**config.mk**
```make
export PLATFORM = sky130hd
export DESIGN_NAME = priority_led_indication_stack_core_flat
export DESIGN_NICKNAME = d
export VERILOG_FILES = /design/src/plis_pkg.sv /design/src/plis_in_if.sv /design/src/plis_out_if.sv /design/src/plis_cell.sv /design/src/plis_row.sv /design/src/priority_led_indication_stack_core.sv /design/src/flat_wrapper.sv
export VERILOG_INCLUDE_DIRS = /design/src /design/src/src
export SDC_FILE = /design/constraint.sdc
export NUM_CORES = 2
export LEC_CHECK = 0
export BUFFER_PORTS_ARGS = -buffer_cell sky130_fd_sc_hd__buf_2
export CAP_MARGIN = 20
export CORE_MARGIN = 1.5
export CORE_UTILIZATION = 45
export CTS_CLUSTER_DIAMETER = 50
export CTS_CLUSTER_SIZE = 25
export DETAILED_ROUTE_END_ITERATION = 7
export GPL_TIMING_DRIVEN = 0
export SLEW_MARGIN = 25
export SYNTH_ARGS = -nofsm -noshare
export SYNTH_HDL_FRONTEND = slang
export SYNTH_SLANG_ARGS = --single-unit
```
**constraint.sdc**
```tcl
create_clock -name clk -period 23.4 [get_ports clk]
set_input_delay 0 -clock clk [delete_from_list [all_inputs] [get_ports clk]]
set_output_delay 0 -clock clk [all_outputs]
set_load 0.01 [all_outputs]
```
**src/priority_led_indication_stack_core_assert.svh**
```systemverilog
// ----------------------------------------------------------------------------
// priority_led_indication_stack_core_assert
// Assertion helpers for the LED indication stack.
// ----------------------------------------------------------------------------
// Each macro takes a label, a clock, an active-low reset, a condition,
// a consequence and a message.
`ifndef PRIORITY_LED_INDICATION_STACK_CORE_ASSERT_SVH
`define PRIORITY_LED_INDICATION_STACK_CORE_ASSERT_SVH

// consequence holds in the same cycle
`define PLIS_ASSERT_NOW(lbl, clk, rstn, ante, cons, msg) \
  lbl: assert property (@(posedge clk) disable iff (!(rstn)) (ante) |-> (cons)) \
    else $error(msg);

// consequence holds in the next cycle
`define PLIS_ASSERT_NEXT(lbl, clk, rstn, ante, cons, msg) \
  lbl: assert property (@(posedge clk) disable iff (!(rstn)) (ante) |=> (cons)) \
    else $error(msg);

`endif

```
**src/plis_pkg.sv**
```systemverilog
// ----------------------------------------------------------------------------
// plis_pkg
// Types and constants shared by the LED indication stack modules.
// ----------------------------------------------------------------------------
package plis_pkg;

  localparam int PRIORITIES_DEF = 8;

  typedef enum logic [2:0] {
    OP_SET    = 3'd0,
    OP_OFF    = 3'd1,
    OP_DONE   = 3'd2,
    OP_MASK   = 3'd3,
    OP_UNMASK = 3'd4,
    OP_STOP   = 3'd5,
    OP_START  = 3'd6,
    OP_NOP    = 3'd7
  } op_t;

  typedef enum logic [1:0] {
    MODE_STEADY  = 2'd0,
    MODE_BLINK   = 2'd1,
    MODE_COUNTED = 2'd2,
    MODE_BAD     = 2'd3
  } mode_t;

  typedef enum logic [1:0] {
    DRV_OFF    = 2'd0,
    DRV_STEADY = 2'd1,
    DRV_BLINK  = 2'd2
  } drv_t;

  typedef enum logic [1:0] {
    ACT_HOLD,
    ACT_SET,
    ACT_DEL
  } act_t;

  typedef enum logic [2:0] {
    ST_IDLE,
    ST_EXEC,
    ST_CHECK,
    ST_RERUN,
    ST_FINISH
  } state_t;

  // one list entry
  typedef struct packed {
    logic [2:0]  level;
    logic [1:0]  mode;
    logic [15:0] red;
    logic [15:0] green;
    logic [15:0] blue;
    logic [15:0] on_ms;
    logic [15:0] off_ms;
    logic [15:0] blinks;
  } slot_t;

  // command broadcast to every cell
  typedef struct packed {
    act_t       act;
    logic [2:0] level;
    logic       full;
  } cell_ctl_t;

  typedef struct packed {
    logic        reissued;
    drv_t        kind;
    logic [15:0] red;
    logic [15:0] green;
    logic [15:0] blue;
    logic [15:0] on_ms;
    logic [15:0] off_ms;
    logic [15:0] count;
  } res_t;

endpackage

```
**src/plis_in_if.sv**
```systemverilog
// ----------------------------------------------------------------------------
// plis_in_if
// Request channel of the LED indication stack.
// ----------------------------------------------------------------------------
interface plis_in_if;
  logic        valid;
  logic        ready;
  logic [2:0]  operation;
  logic [2:0]  level;
  logic [1:0]  mode;
  logic [15:0] red;
  logic [15:0] green;
  logic [15:0] blue;
  logic [15:0] on_time_ms;
  logic [15:0] off_time_ms;
  logic [15:0] blink_total;

  modport source (
    output valid, operation, level, mode, red, green, blue,
           on_time_ms, off_time_ms, blink_total,
    input  ready
  );

  modport sink (
    input  valid, operation, level, mode, red, green, blue,
           on_time_ms, off_time_ms, blink_total,
    output ready
  );
endinterface

```
**src/plis_out_if.sv**
```systemverilog
// ----------------------------------------------------------------------------
// plis_out_if
// Drive command channel of the LED indication stack.
// ----------------------------------------------------------------------------
interface plis_out_if;
  logic        valid;
  logic        ready;
  logic        reissued;
  logic [1:0]  drive_kind;
  logic [15:0] drive_red;
  logic [15:0] drive_green;
  logic [15:0] drive_blue;
  logic [15:0] drive_on_ms;
  logic [15:0] drive_off_ms;
  logic [15:0] drive_count;

  modport source (
    output valid, reissued, drive_kind, drive_red, drive_green, drive_blue,
           drive_on_ms, drive_off_ms, drive_count,
    input  ready
  );

  modport sink (
    input  valid, reissued, drive_kind, drive_red, drive_green, drive_blue,
           drive_on_ms, drive_off_ms, drive_count,
    output ready
  );
endinterface

```
**src/plis_cell.sv**
```systemverilog
// ----------------------------------------------------------------------------
// plis_cell
// One list slot. Loads the new entry, its left or its right neighbor.
// ----------------------------------------------------------------------------
module plis_cell (
  input  logic               clk,
  input  plis_pkg::cell_ctl_t ctl,
  input  logic               any_eq,
  input  plis_pkg::slot_t    new_slot,
  input  plis_pkg::slot_t    left_slot,
  input  plis_pkg::slot_t    right_slot,
  input  logic               left_lt,
  input  logic               left_occ,
  input  logic               occ,
  output plis_pkg::slot_t    slot,
  output logic               lt,
  output logic               eq
);

  plis_pkg::slot_t slot_r, slot_nxt;

  assign lt   = occ && (slot_r.level < ctl.level);
  assign eq   = occ && (slot_r.level == ctl.level);
  assign slot = slot_r;

  always_comb begin
    slot_nxt = slot_r;
    case (ctl.act)
      plis_pkg::ACT_SET: begin
        if (any_eq) begin
          if (eq) slot_nxt = new_slot;
        end else if (!ctl.full) begin
          // insert point sits right after the last lower level
          if (!lt && left_lt) slot_nxt = new_slot;
          else if (left_occ && !left_lt) slot_nxt = left_slot;
        end
      end
      plis_pkg::ACT_DEL: begin
        if (any_eq && occ && (slot_r.level >= ctl.level)) slot_nxt = right_slot;
      end
      default: slot_nxt = slot_r;
    endcase
  end

  always_ff @(posedge clk) begin
    slot_r <= slot_nxt;
  end

endmodule

```
**src/plis_row.sv**
```systemverilog
// ----------------------------------------------------------------------------
// plis_row
// Row of slot cells kept sorted by ascending level; slot 0 is the lowest.
// ----------------------------------------------------------------------------
module plis_row #(
  parameter  int PRIORITIES = plis_pkg::PRIORITIES_DEF,
  localparam int CNT_W      = $clog2(PRIORITIES + 1),
  localparam int IDX_W      = $clog2(PRIORITIES)
) (
  input  logic                clk,
  input  plis_pkg::cell_ctl_t ctl,
  input  plis_pkg::slot_t     new_slot,
  input  logic [CNT_W-1:0]    fill,
  output plis_pkg::slot_t     top_slot,
  output logic                any_eq
);

  plis_pkg::slot_t        slots [PRIORITIES];
  logic [PRIORITIES-1:0]  lt;
  logic [PRIORITIES-1:0]  eq;
  logic [PRIORITIES-1:0]  occ;

  assign any_eq   = |eq;
  assign top_slot = slots[IDX_W'(fill - CNT_W'(1))];

  genvar k;
  generate
    for (k = 0; k < PRIORITIES; k++) begin : g_cell
      plis_pkg::slot_t left_s, right_s;
      logic            left_lt_s, left_occ_s;

      assign occ[k] = (CNT_W'(k) < fill);

      if (k == 0) begin : g_first
        // a virtual lower neighbor: always occupied and below any level
        assign left_s     = slots[k];
        assign left_lt_s  = 1'b1;
        assign left_occ_s = 1'b1;
      end else begin : g_mid
        assign left_s     = slots[k-1];
        assign left_lt_s  = lt[k-1];
        assign left_occ_s = occ[k-1];
      end

      if (k == PRIORITIES - 1) begin : g_last
        assign right_s = slots[k];
      end else begin : g_inner
        assign right_s = slots[k+1];
      end

      plis_cell u_cell (
        .clk        (clk),
        .ctl        (ctl),
        .any_eq     (any_eq),
        .new_slot   (new_slot),
        .left_slot  (left_s),
        .right_slot (right_s),
        .left_lt    (left_lt_s),
        .left_occ   (left_occ_s),
        .occ        (occ[k]),
        .slot       (slots[k]),
        .lt         (lt[k]),
        .eq         (eq[k])
      );
    end
  endgenerate

endmodule

```
**src/priority_led_indication_stack_core.sv**
```systemverilog
// ----------------------------------------------------------------------------
// priority_led_indication_stack_core
// Priority stack of LED indication requests driving one LED command.
//
//   channel  | port    | direction | contents
//   ---------+---------+-----------+----------------------------------------
//   request  | in_req  | in        | operation, level, mode, colour, times
//   drive    | out_rsp | out       | reissued flag and current drive command
//
// A request runs from acceptance through the execute step, for a valid set or
// off the check step, where needed the top-removal loop over the cell row that
// drops masked top entries, and the finish step. The next request is taken in
// the cycle after the drive command is loaded into the output register.
// Reset is synchronous, active low; the slot row holds no reset values.
// A stalled drive channel holds the block in its last step until taken.
// ----------------------------------------------------------------------------
`include "priority_led_indication_stack_core_assert.svh"

module priority_led_indication_stack_core #(
  parameter int PRIORITIES = plis_pkg::PRIORITIES_DEF
) (
  input  logic       clk,
  input  logic       rst_n,
  plis_in_if.sink    in_req,
  plis_out_if.source out_rsp
);

  localparam int CNT_W = $clog2(PRIORITIES + 1);
  localparam logic [PRIORITIES-1:0] MASK_ONE = {{(PRIORITIES-1){1'b0}}, 1'b1};
  localparam logic [CNT_W-1:0] FILL_ONE = CNT_W'(1);

  plis_pkg::state_t     state_r, state_nxt;
  logic [CNT_W-1:0]     fill_r, fill_nxt;
  logic [PRIORITIES-1:0] mask_r, mask_nxt;
  logic                 stopped_r, stopped_nxt;
  logic                 re_r, re_nxt;
  logic                 was_empty_r, was_empty_nxt;
  logic                 out_valid_r, out_valid_nxt;

  plis_pkg::op_t        op_r;
  plis_pkg::slot_t      req_r;
  plis_pkg::slot_t      old_top_r, old_top_nxt;
  plis_pkg::res_t       out_r, out_nxt;

  plis_pkg::cell_ctl_t  ctl;
  plis_pkg::slot_t      top_slot;
  logic                 any_eq;
  logic                 in_acc;
  logic                 out_load;
  logic                 lv_ok;
  logic                 empty;
  logic [PRIORITIES-1:0] mask_sh;

  assign in_req.ready = (state_r == plis_pkg::ST_IDLE);
  assign in_acc       = in_req.valid && in_req.ready;
  assign lv_ok        = (32'(req_r.level) < PRIORITIES);
  assign empty        = (fill_r == '0);

  assign mask_sh = mask_r >> top_slot.level;

  plis_row #(.PRIORITIES(PRIORITIES)) u_row (
    .clk      (clk),
    .ctl      (ctl),
    .new_slot (req_r),
    .fill     (fill_r),
    .top_slot (top_slot),
    .any_eq   (any_eq)
  );

  // sequencer
  always_comb begin
    state_nxt     = state_r;
    fill_nxt      = fill_r;
    mask_nxt      = mask_r;
    stopped_nxt   = stopped_r;
    re_nxt        = re_r;
    was_empty_nxt = was_empty_r;
    old_top_nxt   = old_top_r;
    ctl.act       = plis_pkg::ACT_HOLD;
    ctl.level     = req_r.level;
    ctl.full      = (fill_r == CNT_W'(PRIORITIES));
    out_load      = 1'b0;

    case (state_r)
      plis_pkg::ST_IDLE: begin
        if (in_acc) state_nxt = plis_pkg::ST_EXEC;
      end

      plis_pkg::ST_EXEC: begin
        re_nxt    = 1'b0;
        state_nxt = plis_pkg::ST_FINISH;
        case (op_r)
          plis_pkg::OP_SET, plis_pkg::OP_OFF: begin
            if (lv_ok) begin
              old_top_nxt   = top_slot;
              was_empty_nxt = empty;
              state_nxt     = plis_pkg::ST_CHECK;
              if (op_r == plis_pkg::OP_OFF) begin
                ctl.act = plis_pkg::ACT_DEL;
                if (any_eq) fill_nxt = fill_r - FILL_ONE;
              end else if (req_r.mode != plis_pkg::MODE_BAD) begin
                ctl.act = plis_pkg::ACT_SET;
                if (!any_eq && !ctl.full) fill_nxt = fill_r + FILL_ONE;
              end
            end
          end
          plis_pkg::OP_DONE: begin
            if (!empty) begin
              fill_nxt  = fill_r - FILL_ONE;
              state_nxt = plis_pkg::ST_RERUN;
            end
          end
          plis_pkg::OP_MASK: begin
            if (lv_ok) begin
              mask_nxt = mask_r | (MASK_ONE << req_r.level);
              if (!empty && top_slot.level == req_r.level) state_nxt = plis_pkg::ST_RERUN;
            end
          end
          plis_pkg::OP_UNMASK: begin
            if (lv_ok) mask_nxt = mask_r & ~(MASK_ONE << req_r.level);
          end
          plis_pkg::OP_STOP: begin
            if (!stopped_r) begin
              stopped_nxt = 1'b1;
              re_nxt      = 1'b1;
            end
          end
          plis_pkg::OP_START: begin
            if (stopped_r) begin
              stopped_nxt = 1'b0;
              state_nxt   = plis_pkg::ST_RERUN;
            end
          end
          default: state_nxt = plis_pkg::ST_FINISH;
        endcase
      end

      plis_pkg::ST_CHECK: begin
        if (was_empty_r || empty || (top_slot != old_top_r)) state_nxt = plis_pkg::ST_RERUN;
        else state_nxt = plis_pkg::ST_FINISH;
      end

      plis_pkg::ST_RERUN: begin
        // drop masked entries off the top one per cycle
        if (!empty && mask_sh[0]) begin
          fill_nxt = fill_r - FILL_ONE;
        end else begin
          re_nxt    = !stopped_r;
          state_nxt = plis_pkg::ST_FINISH;
        end
      end

      plis_pkg::ST_FINISH: begin
        if (!out_valid_r || out_rsp.ready) begin
          out_load  = 1'b1;
          state_nxt = plis_pkg::ST_IDLE;
        end
      end

      default: state_nxt = plis_pkg::ST_IDLE;
    endcase
  end

  // drive command from the current top, or off while stopped or empty
  always_comb begin
    out_nxt          = '0;
    out_nxt.reissued = re_r;
    out_nxt.kind     = plis_pkg::DRV_OFF;
    if (!stopped_r && !empty) begin
      out_nxt.red   = top_slot.red;
      out_nxt.green = top_slot.green;
      out_nxt.blue  = top_slot.blue;
      if (top_slot.mode == plis_pkg::MODE_STEADY) begin
        out_nxt.kind = plis_pkg::DRV_STEADY;
      end else begin
        out_nxt.kind   = plis_pkg::DRV_BLINK;
        out_nxt.on_ms  = top_slot.on_ms;
        out_nxt.off_ms = top_slot.off_ms;
        out_nxt.count  = top_slot.blinks;
      end
    end
  end

  always_comb begin
    out_valid_nxt = out_valid_r;
    if (out_load) out_valid_nxt = 1'b1;
    else if (out_rsp.ready) out_valid_nxt = 1'b0;
  end

  always_ff @(posedge clk) begin
    if (!rst_n) begin
      state_r     <= plis_pkg::ST_IDLE;
      fill_r      <= '0;
      mask_r      <= '0;
      stopped_r   <= 1'b0;
      re_r        <= 1'b0;
      was_empty_r <= 1'b0;
      out_valid_r <= 1'b0;
    end else begin
      state_r     <= state_nxt;
      fill_r      <= fill_nxt;
      mask_r      <= mask_nxt;
      stopped_r   <= stopped_nxt;
      re_r        <= re_nxt;
      was_empty_r <= was_empty_nxt;
      out_valid_r <= out_valid_nxt;
    end
  end

  always_ff @(posedge clk) begin
    old_top_r <= old_top_nxt;
    if (in_acc) begin
      op_r          <= plis_pkg::op_t'(in_req.operation);
      req_r.level   <= in_req.level;
      req_r.mode    <= in_req.mode;
      req_r.red     <= in_req.red;
      req_r.green   <= in_req.green;
      req_r.blue    <= in_req.blue;
      req_r.on_ms   <= in_req.on_time_ms;
      req_r.off_ms  <= in_req.off_time_ms;
      req_r.blinks  <= in_req.blink_total;
    end
    if (out_load) out_r <= out_nxt;
  end

  assign out_rsp.valid        = out_valid_r;
  assign out_rsp.reissued     = out_r.reissued;
  assign out_rsp.drive_kind   = out_r.kind;
  assign out_rsp.drive_red    = out_r.red;
  assign out_rsp.drive_green  = out_r.green;
  assign out_rsp.drive_blue   = out_r.blue;
  assign out_rsp.drive_on_ms  = out_r.on_ms;
  assign out_rsp.drive_off_ms = out_r.off_ms;
  assign out_rsp.drive_count  = out_r.count;

  `PLIS_ASSERT_NEXT(a_accept_exec, clk, rst_n, in_acc,
    state_r == plis_pkg::ST_EXEC, "accepted request did not start execution")

  `PLIS_ASSERT_NEXT(a_rerun_pop, clk, rst_n,
    (state_r == plis_pkg::ST_RERUN) && !empty && mask_sh[0],
    fill_r == CNT_W'($past(fill_r) - FILL_ONE), "masked top entry was not dropped")

  `PLIS_ASSERT_NEXT(a_stopped_off, clk, rst_n, out_load && stopped_r,
    out_r.kind == plis_pkg::DRV_OFF, "drive not off while stopped")

  `PLIS_ASSERT_NOW(a_fill_bound, clk, rst_n, 1'b1,
    fill_r <= CNT_W'(PRIORITIES), "entry count exceeds list depth")

endmodule
```
**src/flat_wrapper.sv**
```systemverilog
// flat-port wrapper written by rule: the top's interface ports become plain ports
module priority_led_indication_stack_core_flat 
#(
  parameter int PRIORITIES = plis_pkg::PRIORITIES_DEF
)
  (clk, rst_n, in_req_valid, in_req_operation, in_req_level, in_req_mode, in_req_red, in_req_green, in_req_blue, in_req_on_time_ms, in_req_off_time_ms, in_req_blink_total, in_req_ready, out_rsp_valid, out_rsp_reissued, out_rsp_drive_kind, out_rsp_drive_red, out_rsp_drive_green, out_rsp_drive_blue, out_rsp_drive_on_ms, out_rsp_drive_off_ms, out_rsp_drive_count, out_rsp_ready);
  plis_in_if in_req_i ();
  plis_out_if out_rsp_i ();
  input  logic clk;
  input  logic rst_n;
  input wire logic [$bits(in_req_i.valid)-1:0] in_req_valid;
  input wire logic [$bits(in_req_i.operation)-1:0] in_req_operation;
  input wire logic [$bits(in_req_i.level)-1:0] in_req_level;
  input wire logic [$bits(in_req_i.mode)-1:0] in_req_mode;
  input wire logic [$bits(in_req_i.red)-1:0] in_req_red;
  input wire logic [$bits(in_req_i.green)-1:0] in_req_green;
  input wire logic [$bits(in_req_i.blue)-1:0] in_req_blue;
  input wire logic [$bits(in_req_i.on_time_ms)-1:0] in_req_on_time_ms;
  input wire logic [$bits(in_req_i.off_time_ms)-1:0] in_req_off_time_ms;
  input wire logic [$bits(in_req_i.blink_total)-1:0] in_req_blink_total;
  output wire logic [$bits(in_req_i.ready)-1:0] in_req_ready;
  output wire logic [$bits(out_rsp_i.valid)-1:0] out_rsp_valid;
  output wire logic [$bits(out_rsp_i.reissued)-1:0] out_rsp_reissued;
  output wire logic [$bits(out_rsp_i.drive_kind)-1:0] out_rsp_drive_kind;
  output wire logic [$bits(out_rsp_i.drive_red)-1:0] out_rsp_drive_red;
  output wire logic [$bits(out_rsp_i.drive_green)-1:0] out_rsp_drive_green;
  output wire logic [$bits(out_rsp_i.drive_blue)-1:0] out_rsp_drive_blue;
  output wire logic [$bits(out_rsp_i.drive_on_ms)-1:0] out_rsp_drive_on_ms;
  output wire logic [$bits(out_rsp_i.drive_off_ms)-1:0] out_rsp_drive_off_ms;
  output wire logic [$bits(out_rsp_i.drive_count)-1:0] out_rsp_drive_count;
  input wire logic [$bits(out_rsp_i.ready)-1:0] out_rsp_ready;
  assign in_req_i.valid = in_req_valid;
  assign in_req_i.operation = in_req_operation;
  assign in_req_i.level = in_req_level;
  assign in_req_i.mode = in_req_mode;
  assign in_req_i.red = in_req_red;
  assign in_req_i.green = in_req_green;
  assign in_req_i.blue = in_req_blue;
  assign in_req_i.on_time_ms = in_req_on_time_ms;
  assign in_req_i.off_time_ms = in_req_off_time_ms;
  assign in_req_i.blink_total = in_req_blink_total;
  assign in_req_ready = in_req_i.ready;
  assign out_rsp_valid = out_rsp_i.valid;
  assign out_rsp_reissued = out_rsp_i.reissued;
  assign out_rsp_drive_kind = out_rsp_i.drive_kind;
  assign out_rsp_drive_red = out_rsp_i.drive_red;
  assign out_rsp_drive_green = out_rsp_i.drive_green;
  assign out_rsp_drive_blue = out_rsp_i.drive_blue;
  assign out_rsp_drive_on_ms = out_rsp_i.drive_on_ms;
  assign out_rsp_drive_off_ms = out_rsp_i.drive_off_ms;
  assign out_rsp_drive_count = out_rsp_i.drive_count;
  assign out_rsp_i.ready = out_rsp_ready;
  priority_led_indication_stack_core #(.PRIORITIES(PRIORITIES)) u_core (.clk(clk), .rst_n(rst_n), .in_req(in_req_i), .out_rsp(out_rsp_i));
endmodule
```
== Yosys cells after proc, flatten, opt, wreduce, memory -nomap -nowiden ==
Index checks and enable logic that the tools add are counted.
Cells by class
  add/subtract/negate cells: 2
  bitwise operators: 5
  shifts and indexed selects: 2
  muxes and demuxes: 88
  div/mod/pow operators: 0
  $lt $le $gt $ge: 24
  equality and inequality tests: 57
  reductions and logical operators: 92
  $mul: 0
Operators by type and width (count)
  101-bit two-way mux: 48
  101-bit one-hot mux with 2 select lines: 7
  101-bit binary-select mux with 3-bit select: 1
  101-bit inequality test: 1
  1-bit logical AND: 49
  5-bit AND reduction: 7
  3-bit == test: 9
  3-bit inequality test (second input constant): 9
  3-bit < comparator: 8
  4-bit two-way mux: 6
  4-bit by 1-bit inequality test with 1-bit output (second input constant): 6
  3-bit greater-or-equal comparator: 7
  3-bit two-way mux: 7
  2-bit by 1-bit inequality test with 1-bit output (second input constant): 10
  3-bit by 4-bit < comparator with 1-bit output (first input constant): 4
  4-bit one-hot mux with 2 select lines: 2
  8-bit one-hot mux with 2 select lines: 1
  3-bit one-hot mux with 5 select lines: 1
  1-bit logical NOT: 13
  3-bit by 2-bit == test with 1-bit output (second input constant): 4
  3-bit == test (second input constant): 4
  3-bit one-hot mux with 4 select lines: 1
  2-bit nonzero test: 5
  8-bit bitwise AND: 1
  other kinds (33): 59
Word-level totals
  output and inout port bits: 101
  input bits: 108
  memories kept: 0
  bits in latches: 0
  logic and storage cells: 366
  RAM bits: 0
  register bits: 1131
  memory bits (read-only): 0

== Logic depth before layout (Yosys ltp) ==
  word-level depth: 10
  gate-level depth with buffers: 22
  gate-level depth less buffers: 11

== By module ==
From an unflattened synthesis, not the netlist that was laid out.
Second synthesis, totals
  cells, all modules: 6596
  area, all modules: 65571.6 µm²
Modules (own cells, without submodules)
  plis_cell: cells an instance 598, sequential area each 3032.9 µm², instances 8, area an instance 5689.2 µm²
  priority_led_indication_stack_core: cells an instance 749, sequential area each 9509.1 µm², instances 1, area an instance 12338.1 µm²
  plis_row: cells an instance 1063, sequential area each 0.0 µm², instances 1, area an instance 7719.9 µm²

== Least setup slack after synthesis ==
No wires, ideal clock.
  path type: reg2reg
  start: reg u_core.state_r[2]
  end: reg u_core.u_row.g_cell[6].u_cell.slot_r, in the netlist u_core.u_row.g_cell[6].u_cell.slot[0] (enable)
  arrival: 17.226 ns
  period minus slack after synthesis: 17.949 ns
  library setup time: 0.723 ns
  required time: 22.677 ns
  buffers on the path: 4
  stages on the path, launching flop included: 11
  setup slack: 5.451 ns
  cell sequence: dfxtp_1 nand2b_1 or2_2 nor3_1 nand2_1 ha_1 clkbuf_1 clkbuf_1 clkbuf_1 clkbuf_1 a221oi_1
Between the ends
  cells in the longest elaborated chain, start to end: 5
  elaborated cells between the ends (all ways): 10
  classes of those cells: 7 x eq/ne; 1 x mux; 2 x reduce/logical
Ends and longest elaborated chain
  start, declared: line priority_led_indication_stack_core.sv:32  | plis_pkg::state_t state_r, state_nxt;
  start signal, assigned: line priority_led_indication_stack_core.sv:192  | state_r <= plis_pkg::ST_IDLE;
  start signal, assigned: line priority_led_indication_stack_core.sv:200  | state_r <= state_nxt;
  3-bit by 1-bit == test with 1-bit output (*): line priority_led_indication_stack_core.sv:84  | case (state_r)
  2-bit two-way mux (*): line priority_led_indication_stack_core.sv:84
  2-bit by 1-bit == test with 1-bit output or 2-bit == test (tied branches): line plis_cell.sv:28  | case (ctl.act)
  4-bit by 1-bit inequality test with 1-bit output (no line) (tied with other cells)
  5-bit AND reduction (no line) (*)
  end signal, assigned: line plis_cell.sv:46  | slot_r <= slot_nxt;
  end, declared: line plis_cell.sv:20  | plis_pkg::slot_t slot_r, slot_nxt;
Every way passes the cells marked *; elsewhere a longest branch is shown, timed or not.
A chain may end at the register's enable or synchronous reset.

== Worst setup path in the final report ==
  start: reg u_core.fill_r[0]
  end: reg u_core.state_r[1]
Between the ends
  cells in the longest elaborated chain, start to end: 10
  elaborated cells between the ends (all ways): 21
  classes of those cells: 1 x add/sub; 3 x eq/ne; 1 x shift; 8 x mux; 1 x bitwise; 7 x reduce/logical
Ends and longest elaborated chain
  start, declared: line priority_led_indication_stack_core.sv:33  | logic [CNT_W-1:0] fill_r, fill_nxt;
  start signal, assigned: line priority_led_indication_stack_core.sv:201  | fill_r <= fill_nxt;
  4-bit by 1-bit subtractor with 4-bit output
  3-bit NOT with 4-bit output (not written as such): line plis_row.sv:24  | assign top_slot = slots[IDX_W'(fill - CNT_W'(1))];
  101-bit binary-select mux with 3-bit select: line plis_row.sv:24
  101-bit two-way mux (not written as such) (2 in a row): line plis_row.sv:24
  3-bit == test: line priority_led_indication_stack_core.sv:116  | if (!empty && top_slot.level == req_r.level) state_nxt = plis_pkg::ST_RERUN;
  1-bit logical AND: line priority_led_indication_stack_core.sv:116
  3-bit two-way mux: line priority_led_indication_stack_core.sv:116
  3-bit one-hot mux with 4 select lines: line priority_led_indication_stack_core.sv:92  | case (op_r)
  3-bit one-hot mux with 5 select lines: line priority_led_indication_stack_core.sv:84
Several ways; a longest one is shown, not always the timed one. The select of a mux whose other input is x is not followed.

==> results.cfg <==
[yosys]
synth_warnings = 0
syn-mean-instance-area_um2 = 12.5
async_flop_share_pct = 0
synth_top_flop_cell = edfxtp_1
syn_nets = 4938
synth.top_cell.area_share_pct = 55.8
synth-edff-count = 1112
ys_types = 77
ys_top_cells_by_area = edfxtp_1 (56%), mux2i_1 (13%), mux4_2 (5.5%)
synth_seq_area_share_pct = 56.4
syn_area_um2 = 59900
ys_ff_latch = 1131
synthCells = 4800
post-synth-top-area-cell = edfxtp_1

[power]
finalPower_mw = 5.44
switchingPower_mw = 1.54
leakage_nw = 25.6
switching_share_pct = 28.2
ir_worst_vdd_v = 0.0000544
seqPwrFrac_pct = 44.2
pwr_density_cell_nw_per_um2 = 75.7
combPwrFrac_pct = 12.4
intPower_mw = 3.91
clock_power_share_pct = 43.5

[placement]
dpl-instance-area_um2 = 64800
dp_hpwl_um = 177000
pre_cts_slack_ns = 13.87
gp_congestion = 1.05
io_buffers = 208

[detailed_routing]
finalWirelength_um = 256000
viasPerCell = 6.55
drc = 0
highest_layer = met5
ant_nets = 0
dr.pass1.iters = 7
wl_met2_um = 106000
wl_per_cell_um = 34.9
dr_total_vias = 48100
wl_met3_um = 34900
m1WireLength_um = 97600
dr.first_iter.drc_count = 8148

[setup_path]
path_buf_inv = 12
cp-start-kind = flip-flop
crit_path_frequent_cell = buf_2
path_max_fanout = 12
crit_family = buffers and inverters
timing_worst_setup_path_type = reg2reg
slowest_stage = clkbuf_1
critPathCaptureType = flip-flop
critPathRequiredTime_ns = 24.04
crit_path_cell_trace = buf_2 > buf_4 > inv_1 > buf_2 > buf_2 > buf_2 > clkbuf_1 > ha_1 > buf_2 > buf_2 > buf_2 > buf_2 > buf_2 > mux4_2 > mux2i_1 > nand2_1 > o221ai_1 > a2111oi_1 > nand2_1 > nor4_1 > o211ai_1
cp_slowest_stage_delay_ns = 0.92
cp_data_arrival_time_ns = 10.83

[clocking]
cts_tree = yes
ctsHtreeMaxLevel = 4
insertion_delay_ns = 0.82
cts.sinks = 1131
ctsResizeCount = 0
cts_max_path_buffers = 3
clk_pin_slew_worst_paths_ns = 0.06
clockRootBuffer = clkbuf_16
cts_buffers = 139

[flow_run]
timing.max_cap.violations = 0

[timing]
tns_ns = 0
period_share_pct = 43.6
whs_ns = 0.256
setup_violations = 0
tightest_slew_ns = 1.22
rsz0062_at_grt = false
timing.final.ws_setup_ns = 13.21
hold_viol_final = 0
drv_slew = 0
slew_headroom_pct = 18.9
fmax_mhz = 98.1
finalClockSkew_ns = 0.0445
period_needed_ns = 10.19

[floorplanning]
start_util_pct = 45.4
die_y_um = 368
dieWidth_um = 368
core.rowCount = 133
ios = 209
dieArea_um2 = 135000
coreArea_um2 = 132000

[finish]
fillCellCount = 11300
fin_nets = 5598
largest_register_ffs = 808
syn_to_final_growth_pct = 20.2
drive_gt1_share_pct = 19.5
postLayoutCellArea_um2 = 71900

[worst_hold_path]
hp-class = in2reg

[grt]
overflow = 0
antenna_found_initial = 16
grt_max_degree = 44
grt_pass1_vias = 45000
track_usage_pct = 37.1
grt_pass1_wl_um = 352000

[outcome]
status = complete, no violations
timing repair:
item	in CTS	in global routing
hold buffers	213	0
hold endpoints to repair	143	0
setup endpoints to repair	0	0
buffers inserted	0	0
cell usage after synthesis (all sizes together), types with 5 or more instances:
| library cell | instances |
|---|---|
| a2111oi | 6 |
| a211oi | 8 |
| a21o | 5 |
| a21oi | 50 |
| a221oi | 8 |
| a22oi | 8 |
| a31oi | 5 |
| a32oi | 9 |
| and2 | 17 |
| and3 | 13 |
| buf | 135 |
| clkbuf | 206 |
| dfxtp | 19 |
| edfxtp | 1112 |
| ha | 30 |
| inv | 114 |
| mux2 | 214 |
| mux2i | 790 |
| mux4 | 150 |
| nand2 | 739 |
| nand2b | 13 |
| nand3 | 81 |
| nand4 | 25 |
| nor2 | 140 |
| nor2b | 18 |
| nor3 | 22 |
| nor4 | 12 |
| o2111ai | 6 |
| o21ai | 666 |
| o221ai | 6 |
| o22ai | 27 |
| o2bb2ai | 8 |
| o31ai | 5 |
| or2 | 7 |
| or3 | 5 |
| xnor2 | 47 |
| xor2 | 22 |
power by group through the flow:
stage	Sequential (mW)	Clock (mW)	Combinational [mW]
after floorplan	2.43	0	0.341
after global placement	2.48	0	0.575
after detailed placement	2.44	0	0.617
after CTS	2.40	2.37	0.646
after global routing	2.41	2.44	0.686
final	2.40	2.37	0.673
logic make-up (layout without fill, tap and decap cells):
family                     count (synthesis)  count (layout)  synth area share (%)
DFF                                     1131            1131                  56.4
AOI/OAI and AO/OA                        853             853                  7.83
xor gates and xnor gates                  69              69                  1.01
and+or+nand+nor                         1108            1108                  7.76
other                                      0              11                     0
adders and majority gates                 30              30                 0.627
buffers and inverters                    455            1229                  3.40
muxes                                   1154            1154                  23.0
metal layers:
metal	up-vias	GRT usage [%]
met5	-	0
li1	19400	-
met2	3865	52.1
met3	706	11.8
met1	24100	50.0
met4	4	22.8
path summary, 6_finish.rpt:
check	start	endpoint	slack, ns	depth (start not counted)
worst max-delay path	u_core.fill_r[0]$_SDFFE_PN0P_	u_core.state_r[1]$_SDFFE_PN0P_	13.21	21
worst min register to register	u_core.re_r$_SDFFE_PN0P_	u_core.out_rsp.reissued$_DFFE_PP_	0.44	0
worst max register to register	u_core.fill_r[0]$_SDFFE_PN0P_	u_core.state_r[1]$_SDFFE_PN0P_	13.21	21
worst min-delay path	out_rsp_ready	u_core.state_r[2]$_SDFFE_PN0P_	0.26	5
cell type report:
type / count / area (um2) / share of cell area, %
flip-flops and latches: 1131 / 33800 / 46.9
multi-input cells: 3214 / 24300 / 33.7
repair buffers: 519 / 4640 / 6.46
clock buffers: 147 / 3570 / 4.97
well taps: 1755 / 2200 / 3.05
plain buffers: 341 / 1650 / 2.29
clock inverters: 108 / 1400 / 1.94
inverters: 114 / 428 / 0.595
diodes: 11 / 27.5 / 0.0383
placed cells by master (no fill, tap or decap), types with 21 or more instances in the layout:
| cell | n |
|---|---|
| edfxtp_1 | 1112 |
| mux2i_1 | 772 |
| nand2_1 | 739 |
| o21ai_0 | 628 |
| buf_2 | 284 |
| mux2_2 | 214 |
| dlygate4sd3_1 | 213 |
| clkbuf_1 | 186 |
| mux4_2 | 145 |
| clkbuf_16 | 142 |
| nor2_1 | 138 |
| inv_1 | 114 |
| nand3_1 | 80 |
| buf_6 | 51 |
| a21oi_1 | 48 |
| xnor2_1 | 46 |
| o21ai_1 | 38 |
| ha_1 | 30 |
| buf_1 | 29 |
| o22ai_1 | 27 |
| clkbuf_2 | 26 |
| buf_4 | 25 |
| nand4_1 | 24 |
| inv_6 | 24 |
| xor2_1 | 22 |
| nor3_1 | 21 |
through the flow:
step	util, %	cells
after CTS	54.6	7329
after global routing	54.6	7330
final	54.6	7340
after global placement	47.9	6763
after detailed placement	49.2	6861
after floorplan	-	4800
worst min-delay path, delay by kind of cell:
kind | cells | cell delay [ns]
compound gates | 2 | 0.22
buf+inv | 2 | 0.64
simple gates | 1 | 0.15
No activity file was read; power rests on OpenSTA's default activity.
